File: src/rtl/bpc_pkg.sv
// shared widths, register indexes and stage transaction types for the pressure compensation
package bpc_pkg;

    // field widths
    localparam int RAW_W   = 24;
    localparam int CAL_W   = 16;
    localparam int TMP_W   = 19;
    localparam int PRES_W  = 32;

    // internal widths
    localparam int DT_W    = 26;  // raw temperature minus scaled reference
    localparam int Q_W     = 20;  // first-order temperature minus 2000
    localparam int T2_W    = 18;  // dt squared over 2^31
    localparam int SQ_W    = 36;  // squared temperature terms
    localparam int OS_W    = 40;  // offset and sensitivity

    // temperature thresholds relative to 20.00 C
    localparam int TEMP_REF      = 2000;
    localparam int TEMP_COLD_OFS = 3500;  // -15.00 C lies 35.00 C below 20.00 C

    // configuration register indexes
    localparam int CFG_IDX_W = 3;
    localparam logic [CFG_IDX_W-1:0] CFG_PSENS  = 3'd0;
    localparam logic [CFG_IDX_W-1:0] CFG_POFF   = 3'd1;
    localparam logic [CFG_IDX_W-1:0] CFG_STC    = 3'd2;
    localparam logic [CFG_IDX_W-1:0] CFG_OTC    = 3'd3;
    localparam logic [CFG_IDX_W-1:0] CFG_TREF   = 3'd4;
    localparam logic [CFG_IDX_W-1:0] CFG_TSLOPE = 3'd5;

    typedef struct packed {
        logic [CAL_W-1:0] psens;
        logic [CAL_W-1:0] poff;
        logic [CAL_W-1:0] stc;
        logic [CAL_W-1:0] otc;
        logic [CAL_W-1:0] tref;
        logic [CAL_W-1:0] tslope;
    } cal_t;

    typedef struct packed {
        logic        [RAW_W-1:0] d1;
        logic signed [Q_W-1:0]   q;
        logic        [T2_W-1:0]  t2;
        logic signed [OS_W-1:0]  off1;
        logic signed [OS_W-1:0]  sens1;
    } first_t;

    typedef struct packed {
        logic        [RAW_W-1:0] d1;
        logic signed [TMP_W-1:0] temp;
        logic signed [OS_W-1:0]  off;
        logic signed [OS_W-1:0]  sens;
    } comp_t;

endpackage

File: src/rtl/bpc_front.sv
// first three stages: temperature difference, calibration products, first-order terms
module bpc_front (
    input  logic                      aclk,
    input  logic                      aresetn,
    input  bpc_pkg::cal_t             cal,
    input  logic                      in_valid,
    output logic                      in_ready,
    input  logic [bpc_pkg::RAW_W-1:0] raw_pressure,
    input  logic [bpc_pkg::RAW_W-1:0] raw_temperature,
    output logic                      out_valid,
    input  logic                      out_ready,
    output bpc_pkg::first_t           out_data
);
    import bpc_pkg::*;

    localparam int PM_W  = DT_W + CAL_W + 1;
    localparam int SQD_W = 2 * DT_W;

    logic [2:0] v_reg;
    logic [3:0] en;

    logic signed [DT_W-1:0]  dt_reg, dt_next;
    logic        [RAW_W-1:0] d1a_reg, d1b_reg;
    logic signed [PM_W-1:0]  p6_reg, p6_next, p4_reg, p4_next, p3_reg, p3_next;
    logic signed [SQD_W-1:0] pdd_reg, pdd_next;
    first_t                  o_reg, o_next;

    logic signed [PM_W-1:0]  p6_adj, p4_adj, p3_adj;
    logic signed [PM_W-8:0]  offt;
    logic signed [PM_W-9:0]  senst;

    assign en[3] = out_ready;
    assign en[2] = !v_reg[2] || en[3];
    assign en[1] = !v_reg[1] || en[2];
    assign en[0] = !v_reg[0] || en[1];
    assign in_ready  = en[0];
    assign out_valid = v_reg[2];
    assign out_data  = o_reg;

    always_comb begin
        dt_next = $signed({2'b00, raw_temperature}) - $signed({2'b00, cal.tref, 8'h00});

        p6_next  = dt_reg * $signed({1'b0, cal.tslope});
        p4_next  = dt_reg * $signed({1'b0, cal.otc});
        p3_next  = dt_reg * $signed({1'b0, cal.stc});
        pdd_next = dt_reg * dt_reg;

        // truncating divisions by powers of two: bias negatives before the shift
        p6_adj = p6_reg + $signed({{(PM_W-23){1'b0}}, {23{p6_reg[PM_W-1]}}});
        p4_adj = p4_reg + $signed({{(PM_W-7){1'b0}}, {7{p4_reg[PM_W-1]}}});
        p3_adj = p3_reg + $signed({{(PM_W-8){1'b0}}, {8{p3_reg[PM_W-1]}}});
        offt   = p4_adj[PM_W-1:7];
        senst  = p3_adj[PM_W-1:8];

        o_next.d1    = d1b_reg;
        o_next.q     = p6_adj[PM_W-1:23];
        o_next.t2    = pdd_reg[31+T2_W-1:31];
        o_next.off1  = $signed({{(OS_W-CAL_W-16){1'b0}}, cal.poff, 16'h0000})
                     + OS_W'(offt);
        o_next.sens1 = $signed({{(OS_W-CAL_W-15){1'b0}}, cal.psens, 15'h0000})
                     + OS_W'(senst);
    end

    always_ff @(posedge aclk) begin
        if (!aresetn) begin
            v_reg <= '0;
        end else begin
            if (en[0]) begin
                v_reg[0] <= in_valid;
            end
            if (en[1]) begin
                v_reg[1] <= v_reg[0];
            end
            if (en[2]) begin
                v_reg[2] <= v_reg[1];
            end
        end
    end

    always_ff @(posedge aclk) begin
        if (en[0]) begin
            dt_reg  <= dt_next;
            d1a_reg <= raw_pressure;
        end
        if (en[1]) begin
            p6_reg  <= p6_next;
            p4_reg  <= p4_next;
            p3_reg  <= p3_next;
            pdd_reg <= pdd_next;
            d1b_reg <= d1a_reg;
        end
        if (en[2]) begin
            o_reg <= o_next;
        end
    end

endmodule

File: config.mk
export PLATFORM = sky130hd
export DESIGN_NAME = bpc_front
export DESIGN_NICKNAME = d
export VERILOG_FILES = /design/src/rtl/bpc_pkg.sv /design/src/rtl/bpc_front.sv
export SDC_FILE = /design/constraint.sdc
export NUM_CORES = 2
export LEC_CHECK = 0
export ABC_AREA = 0
export BUFFER_PORTS_ARGS = -buffer_cell sky130_fd_sc_hd__clkbuf_2
export CAP_MARGIN = 10
export CORE_ASPECT_RATIO = 0.8
export CORE_UTILIZATION = 60
export CTS_CLUSTER_DIAMETER = 150
export DETAILED_ROUTE_END_ITERATION = 16
export PLACE_DENSITY = 0.78
export SLEW_MARGIN = 15
export SYNTH_ARGS = -nofsm -noshare
export SYNTH_HDL_FRONTEND = slang
export SYNTH_SLANG_ARGS = --single-unit
File: constraint.sdc
create_clock -name aclk -period 16.6 [get_ports aclk]
set_clock_uncertainty 0.2 [all_clocks]
set_input_delay 4.98 -clock aclk [delete_from_list [all_inputs] [get_ports aclk]]
set_output_delay 4.98 -clock aclk [all_outputs]
set_load 0.01 [all_outputs]
==> results.py <==
metrics = {
    "outcome": {
        "outcome": "completed",
    },
    "setup_path": {
        "start_kind": "input port",
        "critPathCaptureType": "output pin",
        "worstSetupPathType": "in2out",
        "crit_arrival_ps": 6800,
        "cp.required_ps": 11420,
        "crit_fanout": 51,
    },
    "timing": {
        "setup_viol": 0,
        "drv_slew": 0,
        "setup_tns_ps": 0,
        "hold_viol": 0,
        "post-route-min-period_ps": 11980,
        "finalCritPeriodShare_pct": 72.1,
        "relSlewSlack_pct": 28.6,
        "tightest_slew_ps": 1070,
        "rsz0062_at_grt": "false",
        "max_freq_mhz": 83.5,
    },
    "logic_synthesis": {
        "yosys_warnings": 0,
        "syn_avg_cell_area_um2": 9.85,
        "ys_seq_area_share_pct": 13.7,
        "ys_top_cells_by_count": "inv_1, fa_1, nand2_1",
        "synth_async_sr_flop_share_pct": 0,
        "syn_inst": 7867,
        "ys_ff_latch": 355,
        "synth-edff-count": 352,
        "synth_ff_type": "edfxtp_1",
        "synth_top_area_share_pct": 45.8,
        "synth_most_common_cell": "inv_1",
        "synthesis.nets": 10300,
        "synthTopCellsByArea": "fa_1, edfxtp_1, inv_1",
        "yosysTopAreaCell": "fa_1",
        "syn_area_um2": 77500,
        "synth_cell_types": 85,
    },
    "global_route": {
        "grt-ovfl-total": 0,
        "grt_util_met3_pct": 6.40,
        "grt_first_pass_wirelength_um": 300000,
        "antenna_found_initial": 10,
        "grt_max_degree": 80,
        "globalRouteTotalUtil_pct": 29.1,
        "grt_pass1_vias": 58400,
        "top_usage_layer": "met2",
        "met1_usage_pct": 39.7,
        "grt_util_met2_pct": 46.7,
    },
    "cells_and_area": {
        "n_fill_cell": 10200,
        "syn_to_final_growth_pct": 5.23,
        "postLayoutCellArea_um2": 81600,
        "largest_register_ffs": 135,
        "finalNetCount": 10400,
        "multiInputGateArea_um2": 57900,
        "final_core_util_pct": 63.9,
        "seq_area_um2": 10600,
        "drive_gt1_share_pct": 5.46,
    },
    "clock_network": {
        "clock_latency_ps": 630,
        "cts_num_sinks": 355,
        "cts_hold_repair.buffers": 0,
        "post_cts_buffers": 0,
        "cts_buffers": 40,
        "root_buffer": "clkbuf_16",
        "clk_pin_slew_ps": 80,
        "cts_resized": 0,
        "cts_buffer_depth": 3,
        "cts_tree": "built",
        "htreeDepth": 2,
    },
    "route": {
        "drt_pass1_iterations": 6,
        "viasPerCell": 5.45,
        "drcViolationCount": 0,
        "wl_per_cell_um": 18.5,
        "vias": 52800,
        "drtIter0Drc": 3734,
        "postRouteWirelength_um": 179000,
        "ant_nets": 0,
    },
    "floorplanning": {
        "coreArea_um2": 128000,
        "dieArea_um2": 131000,
        "core.rowCount": 117,
        "io_pins": 292,
        "initial_core_util_pct": 60.7,
        "die_w_um": 404,
        "die-height_um": 323,
    },
    "placed_design": {
        "detailedPlacementHpwl_um": 140000,
        "place.gp.congestion": 0.902,
        "placed_area_um2": 80300,
        "io_buffers": 291,
    },
    "run": {
        "max_cap_viol_count": 0,
    },
    "hold_path": {
        "hold_class": "reg2reg",
    },
}
==> final cells by class <==
type / instances / share of cell area, %
clock inverters: 18 / 0.218
well taps: 1725 / 2.65
diodes: 6 / 0.0184
clock buffers: 52 / 1.33
repair buffers: 348 / 2.31
multi-input cells: 5126 / 71.0
inverters: 2050 / 9.44
flip-flops and latches: 355 / 13.0
==> cell usage in the layout, fill, tap and decap left out, types with 25 or more instances in the layout <==
master	Yosys	final
o21ai_1	25	25
clkbuf_16	0	40
fa_1	1773	1773
nand3_1	51	50
clkbuf_2	0	291
o21ai_0	68	68
buf_4	8	57
o21a_1	35	35
ha_1	541	541
xor2_1	79	79
nand2_1	994	993
and2_1	603	603
nor3_1	37	37
xnor2_1	211	211
nor2b_1	35	35
nand4_1	26	26
nor2_1	149	149
a21o_1	83	83
and3_1	31	31
nand2b_1	37	37
a21oi_1	149	149
edfxtp_1	352	352
inv_1	2048	2047
==> final timing paths <==
kind / from / endpoint / slack (ps) / depth (start not counted)
hold reg to reg: pdd_reg[31] / out_data[80] / 200 / 0
hold / removal: pdd_reg[31] / out_data[80] / 200 / 0
setup reg to reg: dt_reg[24] / pdd_reg[48] / 7580 / 25
setup / recovery: out_ready / in_ready / 4620 / 4
==> kinds of logic after synthesis <==
kind of cell             count (synthesis)  share of synthesized area, %
adder cells (fa/ha/maj)               2315                          54.5
AO/OA/AOI/OAI                          509                          4.32
XOR/XNOR                               290                          3.28
AND/OR/NAND/NOR                       2011                          12.5
multiplexers                             1                        0.0129
buffers and inverters                 2386                          11.6
flip-flops                             355                          13.7
==> per-stage QoR <==
| stage | setup slack, ps | cells | hold slack, ps |
|---|---|---|---|
| floorplan | 4970 | 7867 | 200 |
| global placement | 4560 | 9604 | 201 |
| detailed placement | 4410 | 9604 | 205 |
| CTS | 4580 | 9674 | 199 |
| global route | 4450 | 9677 | 213 |
| finish | 4620 | 9680 | 199 |
==> worst max-delay path: stages <==
cell	delay [ps]
clkbuf_2	80
nor2b_1	570
nand3_4	790
clkbuf_2	360
==> layer usage <==
layer / vias up / wire (um)
met5: - / 44
met4: 6 / 5900
met3: 395 / 16900
met2: 2211 / 83600
met1: 26900 / 72800
li1: 23300 / -
Power is left out: the tool's default activity adds up to more than one toggle a clock period on the data nets, which glitch-free logic cannot reach.
