===== config.mk =====
export PLATFORM = sky130hd
export DESIGN_NAME = bpc_press
export DESIGN_NICKNAME = d
export VERILOG_FILES = /design/src/rtl/bpc_pkg.sv /design/src/rtl/bpc_press.sv
export SDC_FILE = /design/constraint.sdc
export NUM_CORES = 2
export LEC_CHECK = 0
export BUFFER_PORTS_ARGS = -buffer_cell sky130_fd_sc_hd__buf_2
export CORE_MARGIN = 1.5
export CORE_UTILIZATION = 50
export CTS_CLUSTER_DIAMETER = 40
export DETAILED_ROUTE_END_ITERATION = 6
export PLACE_DENSITY = 0.71
export SLEW_MARGIN = 5
export SYNTH_ARGS = -nofsm -noshare
export SYNTH_HDL_FRONTEND = slang
export SYNTH_SLANG_ARGS = --single-unit

===== constraint.sdc =====
create_clock -name aclk -period 9.3 [get_ports aclk]
set_clock_uncertainty 0.2 [all_clocks]
set_input_delay 2.325 -clock aclk [delete_from_list [all_inputs] [get_ports aclk]]
set_output_delay 2.325 -clock aclk [all_outputs]
set_load 0.01 [all_outputs]

===== src/rtl/bpc_pkg.sv =====
// shared widths, register indexes and stage transaction types for the pressure compensation
package bpc_pkg;

    // field widths
    localparam int RAW_W   = 24;
    localparam int CAL_W   = 16;
    localparam int TMP_W   = 19;
    localparam int PRES_W  = 32;

    // internal widths
    localparam int DT_W    = 26;  // raw temperature minus scaled reference
    localparam int Q_W     = 20;  // first-order temperature minus 2000
    localparam int T2_W    = 18;  // dt squared over 2^31
    localparam int SQ_W    = 36;  // squared temperature terms
    localparam int OS_W    = 40;  // offset and sensitivity

    // temperature thresholds relative to 20.00 C
    localparam int TEMP_REF      = 2000;
    localparam int TEMP_COLD_OFS = 3500;  // -15.00 C lies 35.00 C below 20.00 C

    // configuration register indexes
    localparam int CFG_IDX_W = 3;
    localparam logic [CFG_IDX_W-1:0] CFG_PSENS  = 3'd0;
    localparam logic [CFG_IDX_W-1:0] CFG_POFF   = 3'd1;
    localparam logic [CFG_IDX_W-1:0] CFG_STC    = 3'd2;
    localparam logic [CFG_IDX_W-1:0] CFG_OTC    = 3'd3;
    localparam logic [CFG_IDX_W-1:0] CFG_TREF   = 3'd4;
    localparam logic [CFG_IDX_W-1:0] CFG_TSLOPE = 3'd5;

    typedef struct packed {
        logic [CAL_W-1:0] psens;
        logic [CAL_W-1:0] poff;
        logic [CAL_W-1:0] stc;
        logic [CAL_W-1:0] otc;
        logic [CAL_W-1:0] tref;
        logic [CAL_W-1:0] tslope;
    } cal_t;

    typedef struct packed {
        logic        [RAW_W-1:0] d1;
        logic signed [Q_W-1:0]   q;
        logic        [T2_W-1:0]  t2;
        logic signed [OS_W-1:0]  off1;
        logic signed [OS_W-1:0]  sens1;
    } first_t;

    typedef struct packed {
        logic        [RAW_W-1:0] d1;
        logic signed [TMP_W-1:0] temp;
        logic signed [OS_W-1:0]  off;
        logic signed [OS_W-1:0]  sens;
    } comp_t;

endpackage


===== src/rtl/bpc_press.sv =====
// stages seven to ten: split pressure product, scaling and output register
module bpc_press (
    input  logic                              aclk,
    input  logic                              aresetn,
    input  logic                              in_valid,
    output logic                              in_ready,
    input  bpc_pkg::comp_t                    in_data,
    output logic                              out_valid,
    input  logic                              out_ready,
    output logic signed [bpc_pkg::TMP_W-1:0]  temperature_centi,
    output logic signed [bpc_pkg::PRES_W-1:0] pressure_centi
);
    import bpc_pkg::*;

    localparam int SPL_W = OS_W / 2;
    localparam int PL_W  = RAW_W + SPL_W;
    localparam int PH_W  = RAW_W + SPL_W + 1;
    localparam int PR_W  = 64;
    localparam int A_W   = PR_W - 21 + 1;

    logic [3:0] v_reg;
    logic [4:0] en;

    logic        [PL_W-1:0]   plo_reg, plo_next;
    logic signed [PH_W-1:0]   phi_reg, phi_next;
    logic signed [PR_W-1:0]   prod_reg, prod_next, prod_adj;
    logic signed [A_W-1:0]    a_reg, a_next, a_adj;
    logic signed [PRES_W-1:0] pres_reg, pres_next;
    logic signed [OS_W-1:0]   off7_reg, off8_reg;
    logic signed [TMP_W-1:0]  t7_reg, t8_reg, t9_reg, t10_reg;

    assign en[4] = out_ready;
    assign en[3] = !v_reg[3] || en[4];
    assign en[2] = !v_reg[2] || en[3];
    assign en[1] = !v_reg[1] || en[2];
    assign en[0] = !v_reg[0] || en[1];
    assign in_ready          = en[0];
    assign out_valid         = v_reg[3];
    assign temperature_centi = t10_reg;
    assign pressure_centi    = pres_reg;

    always_comb begin
        // d1 * sens as two partial products on the halves of sens
        plo_next = in_data.d1 * in_data.sens[SPL_W-1:0];
        phi_next = $signed({1'b0, in_data.d1}) * $signed(in_data.sens[OS_W-1:SPL_W]);

        prod_next = ($signed(PR_W'(phi_reg)) <<< SPL_W) + $signed(PR_W'(plo_reg));

        prod_adj = prod_reg + $signed({{(PR_W-21){1'b0}}, {21{prod_reg[PR_W-1]}}});
        a_next   = A_W'($signed(prod_adj[PR_W-1:21])) - A_W'(off8_reg);

        a_adj     = a_reg + $signed({{(A_W-15){1'b0}}, {15{a_reg[A_W-1]}}});
        pres_next = PRES_W'($signed(a_adj[A_W-1:15]));
    end

    always_ff @(posedge aclk) begin
        if (!aresetn) begin
            v_reg <= '0;
        end else begin
            if (en[0]) begin
                v_reg[0] <= in_valid;
            end
            if (en[1]) begin
                v_reg[1] <= v_reg[0];
            end
            if (en[2]) begin
                v_reg[2] <= v_reg[1];
            end
            if (en[3]) begin
                v_reg[3] <= v_reg[2];
            end
        end
    end

    always_ff @(posedge aclk) begin
        if (en[0]) begin
            plo_reg  <= plo_next;
            phi_reg  <= phi_next;
            off7_reg <= in_data.off;
            t7_reg   <= in_data.temp;
        end
        if (en[1]) begin
            prod_reg <= prod_next;
            off8_reg <= off7_reg;
            t8_reg   <= t7_reg;
        end
        if (en[2]) begin
            a_reg  <= a_next;
            t9_reg <= t8_reg;
        end
        if (en[3]) begin
            pres_reg <= pres_next;
            t10_reg  <= t9_reg;
        end
    end

endmodule

==> summary.txt <==
Worst setup path
  • Crit Path Class: in -> reg
  • Crit path capture type: flop
  • Critical path cell sequence: buf_2 > buf_4 > buf_4 > nand2_1 > fa_1 > fa_1 > fa_1 > inv_1 > fa_1 > fa_1 > fa_1 > inv_1 > fa_1 > inv_1 > ha_1 > a21o_1 > a21o_1 > a211oi_1 > o31ai_2 > a22oi_2 > o311ai_2 > o41a_1 > a311oi_2 > xnor2_1
  • Critical path startpoint category: input pin
  • Crit-path slowest cell: fa_1
  • Worst-path fanout max: 17
  • Crit-path max cell delay: 550 ps
  • Worst reg2reg setup slack: 3080 ps
  • CP Data Required Time: 9430 ps
  • CP dominant cell by count: fa_1
  • Crit path buf inv count: 6
  • Critical Path AT: 9170 ps
  • Family with the most delay on the worst path: adder cells

Synthesis
  • Seq cells post-synth: approximately 390
  • Distinct cells, synth: 79
  • Cell count after synthesis: 4844
  • Largest family of logic cells by synthesized area: adder cells
  • Area of the mapped netlist: 49130 sq um
  • Post-synthesis compound-gate area fraction: 0.06488
  • Post-Synth Simple-Gate Area: 0.1412
  • Share of the synthesized area in the top cell type: 0.3207
  • Area contributors post-synth: fa_1 (32%), edfxtp_1 (23%), ha_1 (11%)
  • Avg Cell Area, Syn: 10.14 sq um
  • Largest area contributor in the netlist: fa_1
  • Number of synthesized flops with an enable pin: between 300 and 400
  • Prevailing post-synth register cell: edfxtp_1
  • Ys async rst share: 0
  • Sequential share of the synthesized area: 0.2345
  • Mux contribution to synthesized area: 0
  • Post-Synth Adder-Cell Area: 0.4302
  • Syn_nets: 6188
  • XOR/XNOR Fraction of Synth Area: 0.04082
  • Syn. warnings: 0

STA
  • Final Cycle Share: 0.9729
  • Max-slew headroom: 0.3012
  • Fin crit period: a little over 9000 ps
  • RSZ-0062 raised after global routing: false
  • Max-slew violation count: 0
  • Min Hold Slack: 214.6 ps
  • Peak Freq: between 100 and 150 MHz
  • Slew @ Worst Pin: 1048 ps
  • Setup-failing EPs final: 0
  • Endpoints failing hold: 0

Die
  • Row Count: 114
  • Die Span X: 316.5 um
  • Starting Density: 0.5066
  • Core ar.: 96990 sq um
  • Ports: 180
  • Die area: 100200 sq um
  • Die height: 316.5 um

Clock tree
  • CTS Buf Count: 46
  • Maximum buffer depth of the clock tree: 3
  • Clk sinks: 385
  • Worst-Skew Late Latency: 580 ps
  • Setup bufs post-CTS: 0
  • H-tree depth: 2
  • Clock transition at path regs: 60 ps
  • CTS tree: built
  • Post-CTS sizing: 0
  • Cts-stage hold buffer count: 0
  • Clock Tree Root: clkbuf_16

Drt
  • DR DRC count: 0
  • DRT Wirelength: 115600 um
  • Vias per inst: between 5 and 6
  • Wire length per cell: approximately 18 um
  • Total number of vias: between 30000 and 40000
  • Post-route ant nets: 0
  • Drt pass-1 iters: 5
  • Iteration-0 DRC count of the detailed router: 2229

Final layout
  • Largest register FFs: 64
  • Final instance area: about 55000 sq um
  • Layout area overhead: 11.65%
  • Share of cells above drive strength 1: 0.1109
  • Final #Nets: about 6500

Worst hold path
  • Worst hold path type: reg -> reg

Run
  • Max_cap viols: 0

Placed design
  • RePlAce Congestion: just over 0.9
  • Number of port buffers: 179
  • Dpl cell area: between 50000 and 60000 sq um
  • DP HPWL: between 90000 and 100000 um

Global route
  • Remaining global-route overflow: 0
  • GRT Overall Usage: 0.2379
  • Largest net degree at the start of global routing: 70
  • Vias in the first global route: 35660
  • First-pass GRT wire length: 188400 um
  • Initial antenna violation count: 4

Outcome
  • Status: finished, final reports clean
[cells in the final DEF, fill, tap and decap left out, types with 15 or more instances in the layout]
cell type,Yosys,layout
a21o_1,109,109
a21oi_1,145,145
a31oi_1,15,15
and2_1,464,464
and3_1,23,23
buf_12,0,19
buf_2,2,179
buf_4,3,268
clkbuf_16,0,46
edfxtp_1,381,381
fa_1,787,787
ha_1,430,430
inv_1,941,939
nand2_1,585,583
nand2b_1,33,33
nand3_1,50,50
nand4_1,41,41
nor2_1,88,88
nor2b_1,26,26
nor3_1,31,31
o21a_1,22,22
o21ai_0,67,67
xnor2_1,136,136
xor2_1,93,93
[final cells by class]
type                       instances  area (sq um)
timing repair buffer             466          3288
multi-input combinational       3307         33280
clock buffer                      50          1166
sequential                       385         11520
fill                            8384         42130
clock inverter                    35         470.5
tap                             1276          1597
antenna                            3         7.507
inverter                         941          3535
[synthesized netlist by cell type, types with 6 or more instances]
cell type	number
inv_1	941
nand2b_1	33
nand3_1	50
nor2b_1	26
o211ai_1	13
nor2_1	88
o21bai_1	13
a31o_2	6
ha_1	430
xor2_1	93
a21oi_1	145
o21ai_0	67
nor4_1	8
a21o_1	109
o21ai_1	9
a31oi_1	15
xnor2_1	136
nand4_1	41
a211oi_1	11
edfxtp_1	381
clkbuf_1	200
or3_1	6
and4_1	11
nand2_1	585
o21a_1	22
fa_1	787
nor3_1	31
and2_1	464
and3_1	23
[final timing paths]
| path | to | startpoint | cells past startpoint |
|---|---|---|---|
| worst max register to register | a_reg[43] | prod_reg[63] | 24 |
| worst max-delay path | plo_reg[42] | in_data[115] | 24 |
| worst min-delay path | prod_reg[5] | plo_reg[5] | 0 |
| worst min register to register | prod_reg[5] | plo_reg[5] | 0 |
[stage by stage]
step                worst slack, ps  instances  setup TNS, ps    util
finish                        252.1       6463              0  0.5656
floorplan                     320.5       4844              0       -
global route                  6.865       6462              0  0.5656
global placement             -82.51       6375         -352.9  0.5487
CTS                           314.2       6460              0  0.5655
detailed placement           -289.1       6375          -2022  0.5487
[metal layers]
metal | vias to the layer above | part of all wire | GRT usage
met1 | 17120 | 0.44 | 0.3306
met5 | - | 0 | 0
li1 | 15810 | - | -
met3 | 172 | 0.062 | 0.03224
met4 | 0 | 0.029 | 0.06894
met2 | 1109 | 0.47 | 0.3906
[logic make-up after synthesis]
family,Yosys count
flip-flops,385
XOR/XNOR,229
adder cells (fa/ha/maj),1217
AND/OR/NAND/NOR,1384
AO/OA/AOI/OAI,477
buffers and inverters,1152
Power is left out: the tool's default activity adds up to more than one toggle a clock period on the data nets, which glitch-free logic cannot reach.
