## src/rtl/bpc_pkg.sv

```systemverilog
// shared widths, register indexes and stage transaction types for the pressure compensation
package bpc_pkg;

    // field widths
    localparam int RAW_W   = 24;
    localparam int CAL_W   = 16;
    localparam int TMP_W   = 19;
    localparam int PRES_W  = 32;

    // internal widths
    localparam int DT_W    = 26;  // raw temperature minus scaled reference
    localparam int Q_W     = 20;  // first-order temperature minus 2000
    localparam int T2_W    = 18;  // dt squared over 2^31
    localparam int SQ_W    = 36;  // squared temperature terms
    localparam int OS_W    = 40;  // offset and sensitivity

    // temperature thresholds relative to 20.00 C
    localparam int TEMP_REF      = 2000;
    localparam int TEMP_COLD_OFS = 3500;  // -15.00 C lies 35.00 C below 20.00 C

    // configuration register indexes
    localparam int CFG_IDX_W = 3;
    localparam logic [CFG_IDX_W-1:0] CFG_PSENS  = 3'd0;
    localparam logic [CFG_IDX_W-1:0] CFG_POFF   = 3'd1;
    localparam logic [CFG_IDX_W-1:0] CFG_STC    = 3'd2;
    localparam logic [CFG_IDX_W-1:0] CFG_OTC    = 3'd3;
    localparam logic [CFG_IDX_W-1:0] CFG_TREF   = 3'd4;
    localparam logic [CFG_IDX_W-1:0] CFG_TSLOPE = 3'd5;

    typedef struct packed {
        logic [CAL_W-1:0] psens;
        logic [CAL_W-1:0] poff;
        logic [CAL_W-1:0] stc;
        logic [CAL_W-1:0] otc;
        logic [CAL_W-1:0] tref;
        logic [CAL_W-1:0] tslope;
    } cal_t;

    typedef struct packed {
        logic        [RAW_W-1:0] d1;
        logic signed [Q_W-1:0]   q;
        logic        [T2_W-1:0]  t2;
        logic signed [OS_W-1:0]  off1;
        logic signed [OS_W-1:0]  sens1;
    } first_t;

    typedef struct packed {
        logic        [RAW_W-1:0] d1;
        logic signed [TMP_W-1:0] temp;
        logic signed [OS_W-1:0]  off;
        logic signed [OS_W-1:0]  sens;
    } comp_t;

endpackage

```

## src/rtl/bpc_corr.sv

```systemverilog
// stages four to six: second-order low-temperature terms, final offset and sensitivity
module bpc_corr (
    input  logic              aclk,
    input  logic              aresetn,
    input  logic              in_valid,
    output logic              in_ready,
    input  bpc_pkg::first_t   in_data,
    output logic              out_valid,
    input  logic              out_ready,
    output bpc_pkg::comp_t    out_data
);
    import bpc_pkg::*;

    logic [2:0] v_reg;
    logic [3:0] en;

    // stage four
    logic        [SQ_W-1:0]  lo2_reg, lo2_next, vl2_reg, vl2_next;
    logic                    cold_reg, cold_next, frigid_reg, frigid_next;
    logic signed [TMP_W-1:0] t4_reg, t4_next, t5_reg;
    logic        [RAW_W-1:0] d4_reg, d5_reg;
    logic signed [OS_W-1:0]  off4_reg, sens4_reg, off5_reg, sens5_reg;
    // stage five
    logic        [OS_W-1:0]  off2_reg, off2_next, sens2_reg, sens2_next;
    // stage six
    comp_t                   o_reg, o_next;

    logic signed [Q_W:0]     vl;
    logic signed [2*Q_W-1:0] qq;
    logic signed [2*Q_W+1:0] vv;
    logic signed [Q_W+1:0]   tmp;
    logic        [OS_W-1:0]  lo5, vl7, vl11, lo2w, vl2w;

    assign en[3] = out_ready;
    assign en[2] = !v_reg[2] || en[3];
    assign en[1] = !v_reg[1] || en[2];
    assign en[0] = !v_reg[0] || en[1];
    assign in_ready  = en[0];
    assign out_valid = v_reg[2];
    assign out_data  = o_reg;

    always_comb begin
        // lo = temp - 2000 is q itself; vl = temp + 1500
        qq  = in_data.q * in_data.q;
        vl  = (Q_W+1)'(in_data.q) + (Q_W+1)'(TEMP_COLD_OFS);
        vv  = vl * vl;
        // t2 only counts below 20.00 C
        tmp = (Q_W+2)'(in_data.q) + (Q_W+2)'(TEMP_REF)
            - (in_data.q[Q_W-1] ? (Q_W+2)'(in_data.t2) : (Q_W+2)'(0));
        lo2_next    = qq[SQ_W-1:0];
        vl2_next    = vv[SQ_W-1:0];
        cold_next   = in_data.q[Q_W-1];
        frigid_next = vl[Q_W];
        t4_next     = tmp[TMP_W-1:0];

        // constant multiples as shift-adds, all terms non-negative
        lo2w = OS_W'(lo2_reg);
        vl2w = OS_W'(vl2_reg);
        lo5  = (lo2w << 2) + lo2w;
        vl7  = (vl2w << 3) - vl2w;
        vl11 = (vl2w << 3) + (vl2w << 1) + vl2w;
        off2_next  = '0;
        sens2_next = '0;
        if (cold_reg) begin
            off2_next  = (lo5 >> 1) + (frigid_reg ? vl7 : '0);
            sens2_next = (lo5 >> 2) + (frigid_reg ? (vl11 >> 1) : '0);
        end

        o_next.d1   = d5_reg;
        o_next.temp = t5_reg;
        o_next.off  = off5_reg - $signed(off2_reg);
        o_next.sens = sens5_reg - $signed(sens2_reg);
    end

    always_ff @(posedge aclk) begin
        if (!aresetn) begin
            v_reg <= '0;
        end else begin
            if (en[0]) begin
                v_reg[0] <= in_valid;
            end
            if (en[1]) begin
                v_reg[1] <= v_reg[0];
            end
            if (en[2]) begin
                v_reg[2] <= v_reg[1];
            end
        end
    end

    always_ff @(posedge aclk) begin
        if (en[0]) begin
            lo2_reg    <= lo2_next;
            vl2_reg    <= vl2_next;
            cold_reg   <= cold_next;
            frigid_reg <= frigid_next;
            t4_reg     <= t4_next;
            d4_reg     <= in_data.d1;
            off4_reg   <= in_data.off1;
            sens4_reg  <= in_data.sens1;
        end
        if (en[1]) begin
            off2_reg  <= off2_next;
            sens2_reg <= sens2_next;
            t5_reg    <= t4_reg;
            d5_reg    <= d4_reg;
            off5_reg  <= off4_reg;
            sens5_reg <= sens4_reg;
        end
        if (en[2]) begin
            o_reg <= o_next;
        end
    end

endmodule

```

## config.mk

```make
export PLATFORM = sky130hd
export DESIGN_NAME = bpc_corr
export DESIGN_NICKNAME = d
export VERILOG_FILES = /design/src/rtl/bpc_pkg.sv /design/src/rtl/bpc_corr.sv
export SDC_FILE = /design/constraint.sdc
export NUM_CORES = 2
export LEC_CHECK = 0
export BUFFER_PORTS_ARGS = -buffer_cell sky130_fd_sc_hd__buf_2
export CORE_MARGIN = 2
export CORE_UTILIZATION = 34
export CTS_BUF_LIST = sky130_fd_sc_hd__clkbuf_16
export CTS_CLUSTER_SIZE = 10
export DETAILED_ROUTE_END_ITERATION = 8
export GPL_TIMING_DRIVEN = 0
export SETUP_SLACK_MARGIN = 0.3
export SLEW_MARGIN = 20
export SYNTH_ARGS = -nofsm -noshare
export SYNTH_HDL_FRONTEND = slang
export SYNTH_SLANG_ARGS = --single-unit
export TNS_END_PERCENT = 1
```

## constraint.sdc

```tcl
create_clock -name aclk -period 19.85 [get_ports aclk]
set_input_delay 3.97 -clock aclk [delete_from_list [all_inputs] [get_ports aclk]]
set_output_delay 3.97 -clock aclk [all_outputs]
set_load 0.02 [all_outputs]
```

==> summary.txt <==
Detailed routing
  • Top Layer Used: met5
  • 1st-pass router iterations: 6
  • Drt wl/cell: 18.40 um
  • Post-DR vias/cell: 4.893
  • Met1 WL: 61820 um
  • DRT iter0 DRCs: 2514
  • Met2 WL: 68400 um
  • Post-route ant nets: 0
  • DRC: 0
  • WL met3: ~9300 um
  • Routed vias: 38.43k
  • WL final: 144500 um

STA
  • Final setup viols: 0
  • Clock skew: roughly 0.047 ns
  • Setup TNS: 0 ns
  • Final period util: 0.7883
  • Slew HR: 0.1713
  • Final slew viol count: 0
  • Final Hold Violating Endpoints: 0
  • RSZ-0062 raised after global routing: false
  • Minimum clock period: 15.65 ns
  • Worst Max-Slew Pin Slew: 1.234 ns
  • Fmax: 63.91 MHz

Setup path
  • CP startpoint kind: input pin
  • Critical path's largest stage delay: roughly 0.61 ns
  • R2R Path Start: lo2_reg[0]$_DFFE_PP_
  • Critical path peak fanout: 12
  • Setup crit end kind: flip-flop
  • CP dominant cell by count: fa_1
  • Required time of the critical path: 20.20 ns
  • Crit path kind: in -> reg
  • Critical path origin: in_data[100]
  • Crit path max-delay cell type: clkinv_1
  • Worst Path Arrival: between 15 and 20 ns

Yosys
  • Mux cell area share after synthesis: 0.001560
  • FF+latch count, synth: about 520
  • Most frequently used flop master after synthesis: edfxtp_1
  • Distinct cell type count after synthesis: 89
  • Simple-gate share of the synthesized area: 0.09452
  • Post-synth EDFFs: 518
  • Synth Area in Compound Gates: 0.09968
  • Synth Area in XOR/XNOR: 0.05728
  • YS warnings: 0
  • Main combinational cell family by area after synthesis: adder cells
  • Post-Syn Area per Cell: between 10 and 15 um2
  • Synth Area in Adders: 0.3856
  • Sequential area share after synthesis: 0.2822
  • Mapped Cells: 5309
  • Synthesized cell area: approximately 0.055 mm2
  • Synth async-reset ratio: 0

Worst hold path
  • Hold_sp: sens4_reg[22]$_DFFE_PP_
  • Hold Crit Class: reg -> reg

Die
  • Area of the die: 0.1660 mm2
  • Initial Util: 0.3411
  • Chip width: 407.4 um
  • Rows: 148
  • Die Y: between 400 and 500 um
  • CORE AREA: 0.1622 mm2
  • IO Count: 271

Cells and area
  • Footprint of the multi-input gates: 0.03539 mm2
  • Max FFs per register: 123
  • Fin cells: 7853
  • Fillers: 16.02k
  • Share of post-route cells with drive strength above 1: 0.07100
  • Layout net count: about 7k
  • Area growth from synthesis to layout: 11.01%
  • Storage cell area: ~0.016 mm2

GRT
  • Grt total ovfl: 0
  • Initial antenna violation count: 12
  • Total track usage: 0.1734
  • Vias in the first global route: 40.32k
  • Largest net degree at the start of global routing: 95
  • Global-route wire length before repair: 226200 um

Clock tree
  • Clock latency on the worst-skew pair: 0.67 ns
  • Total CTS buffers: 61
  • PostCTS Resize Cnt: 0
  • TritonCTS Sinks: about 520
  • Root Buffer: clkbuf_16
  • TritonCTS clock tree: yes
  • H-tree depth: 2
  • Setup Fix Bufs, Post-CTS: 0
  • Clk slew on worst S/H paths: 0.06 ns
  • Cts-stage hold buffer count: 0
  • Maximum buffer depth of the clock tree: 3

Job
  • Max cap viols: 0

Placed design
  • HPWL after DPL: 121100 um
  • Dpl cells: 7759
  • Gpl congestion: 0.9579
  • PortBufs: 265

Outcome
  • Outcome: finished, final reports clean
[cell usage after synthesis, types with 7 or more instances]
cell type	number	share of area
and4_1	7	0.0011
a21oi_1	271	0.025
o21a_1	48	0.0065
o22ai_1	7	0.00079
or3_1	11	0.0012
a21boi_0	7	0.00095
nor2b_1	51	0.0058
buf_1	11	0.00075
and2_1	87	0.0098
nor3_1	55	0.0050
o21ai_1	8	0.00072
o211ai_1	20	0.0027
o21bai_1	39	0.0053
nand2_1	369	0.025
nand3_1	51	0.0046
a31o_2	11	0.0017
o21ai_0	138	0.012
nand4_1	22	0.0025
a21o_1	132	0.018
o31ai_1	17	0.0023
fa_1	754	0.27
inv_1	1054	0.072
a221oi_1	7	0.0011
a2111oi_0	8	0.0013
a211o_1	10	0.0016
nor2_1	388	0.026
clkinv_1	12	0.00081
or2_2	12	0.0014
xor2_1	110	0.017
ha_1	499	0.11
and3_1	30	0.0034
edfxtp_1	518	0.28
nand2b_1	50	0.0057
xnor2_1	250	0.040
a211oi_1	32	0.0043
clkbuf_1	79	0.0054
a31oi_1	26	0.0029
[cells in the final DEF, fill, tap and decap left out, drive strengths merged, types with 6 or more instances in the layout]
master,synthesis,routed
clkinv,12,24
buf,15,289
o22ai,7,7
a21oi,272,272
nor3,55,55
a21o,132,132
nand4,22,22
a211o,10,10
clkbuf,79,140
a31o,11,11
nor2b,51,51
and2,87,87
a2111oi,11,11
o31ai,18,18
fa,754,754
nand2,370,370
mux2i,6,6
o21bai,39,39
or2,13,13
edfxtp,518,518
o2111ai,6,6
a21boi,9,9
xor2,110,110
a211oi,33,33
or3,11,11
o21a,48,48
nor2,388,388
a41oi,7,7
ha,499,499
nand3,51,51
a31oi,26,26
a221oi,8,8
inv,1058,1076
xnor2,251,251
o211ai,22,22
and4,7,7
o21ai,146,146
nand2b,50,50
and3,30,30
[layout make-up]
type / instances / area share
multi-input combinational: 3625 / 0.5762
tap: 2175 / 0.04430
inverter: 1070 / 0.06551
timing repair buffer: 274 / 0.02526
clock buffer: 61 / 0.02485
clock inverter: 31 / 0.003768
buffer: 94 / 0.005826
sequential: 521 / 0.2542
antenna: 2 / 0.00008148
[critical path: cells and delay by family]
kind | cells | cell delay, ns
compound gates | 8 | 2.40
xor+xnor | 2 | 0.88
fa+ha+maj | 9 | 4.49
buf+inv | 9 | 3.11
simple gates | 6 | 1.10
[routing by layer]
| metal | GRT usage | vias up |
|---|---|---|
| met4 | 0.05447 | 14 |
| met3 | 0.03124 | 281 |
| met1 | 0.2246 | 19020 |
| met2 | 0.2938 | 1138 |
| met5 | 0 | - |
| li1 | - | 17980 |
[kinds of logic after synthesis]
kind of cell | count (synthesis)
fa+ha+maj | 1253
compound gates | 849
flops | 521
buf+inv | 1164
simple gates | 1152
xor+xnor | 361
mux | 8
other cells | 1
[metrics by stage]
stage	setup WS, ns	util	area [um2]	hold WS [ns]
after floorplan	7.225	-	55340	0.4003
after global placement	2.463	0.3661	59380	0.4002
after detailed placement	3.869	0.3678	59660	0.4045
after CTS	4.536	0.3786	61420	0.3871
after global routing	3.872	0.3786	61420	0.3972
final	4.202	0.3787	61420	0.3898
[final timing paths]
kind,endpoint,slack [ns],depth (start not counted)
worst max-delay path,vl2_reg[35]$_DFFE_PP_,4.20,34
worst min-delay path,sens5_reg[22]$_DFFE_PP_,0.39,0
worst max register to register,off2_reg[36]$_SDFFCE_PN0P_,13.14,21
worst min register to register,sens5_reg[22]$_DFFE_PP_,0.39,0
Power is not shown: default switching activity piles up to over one toggle a cycle in this logic, so the estimate is an artifact.
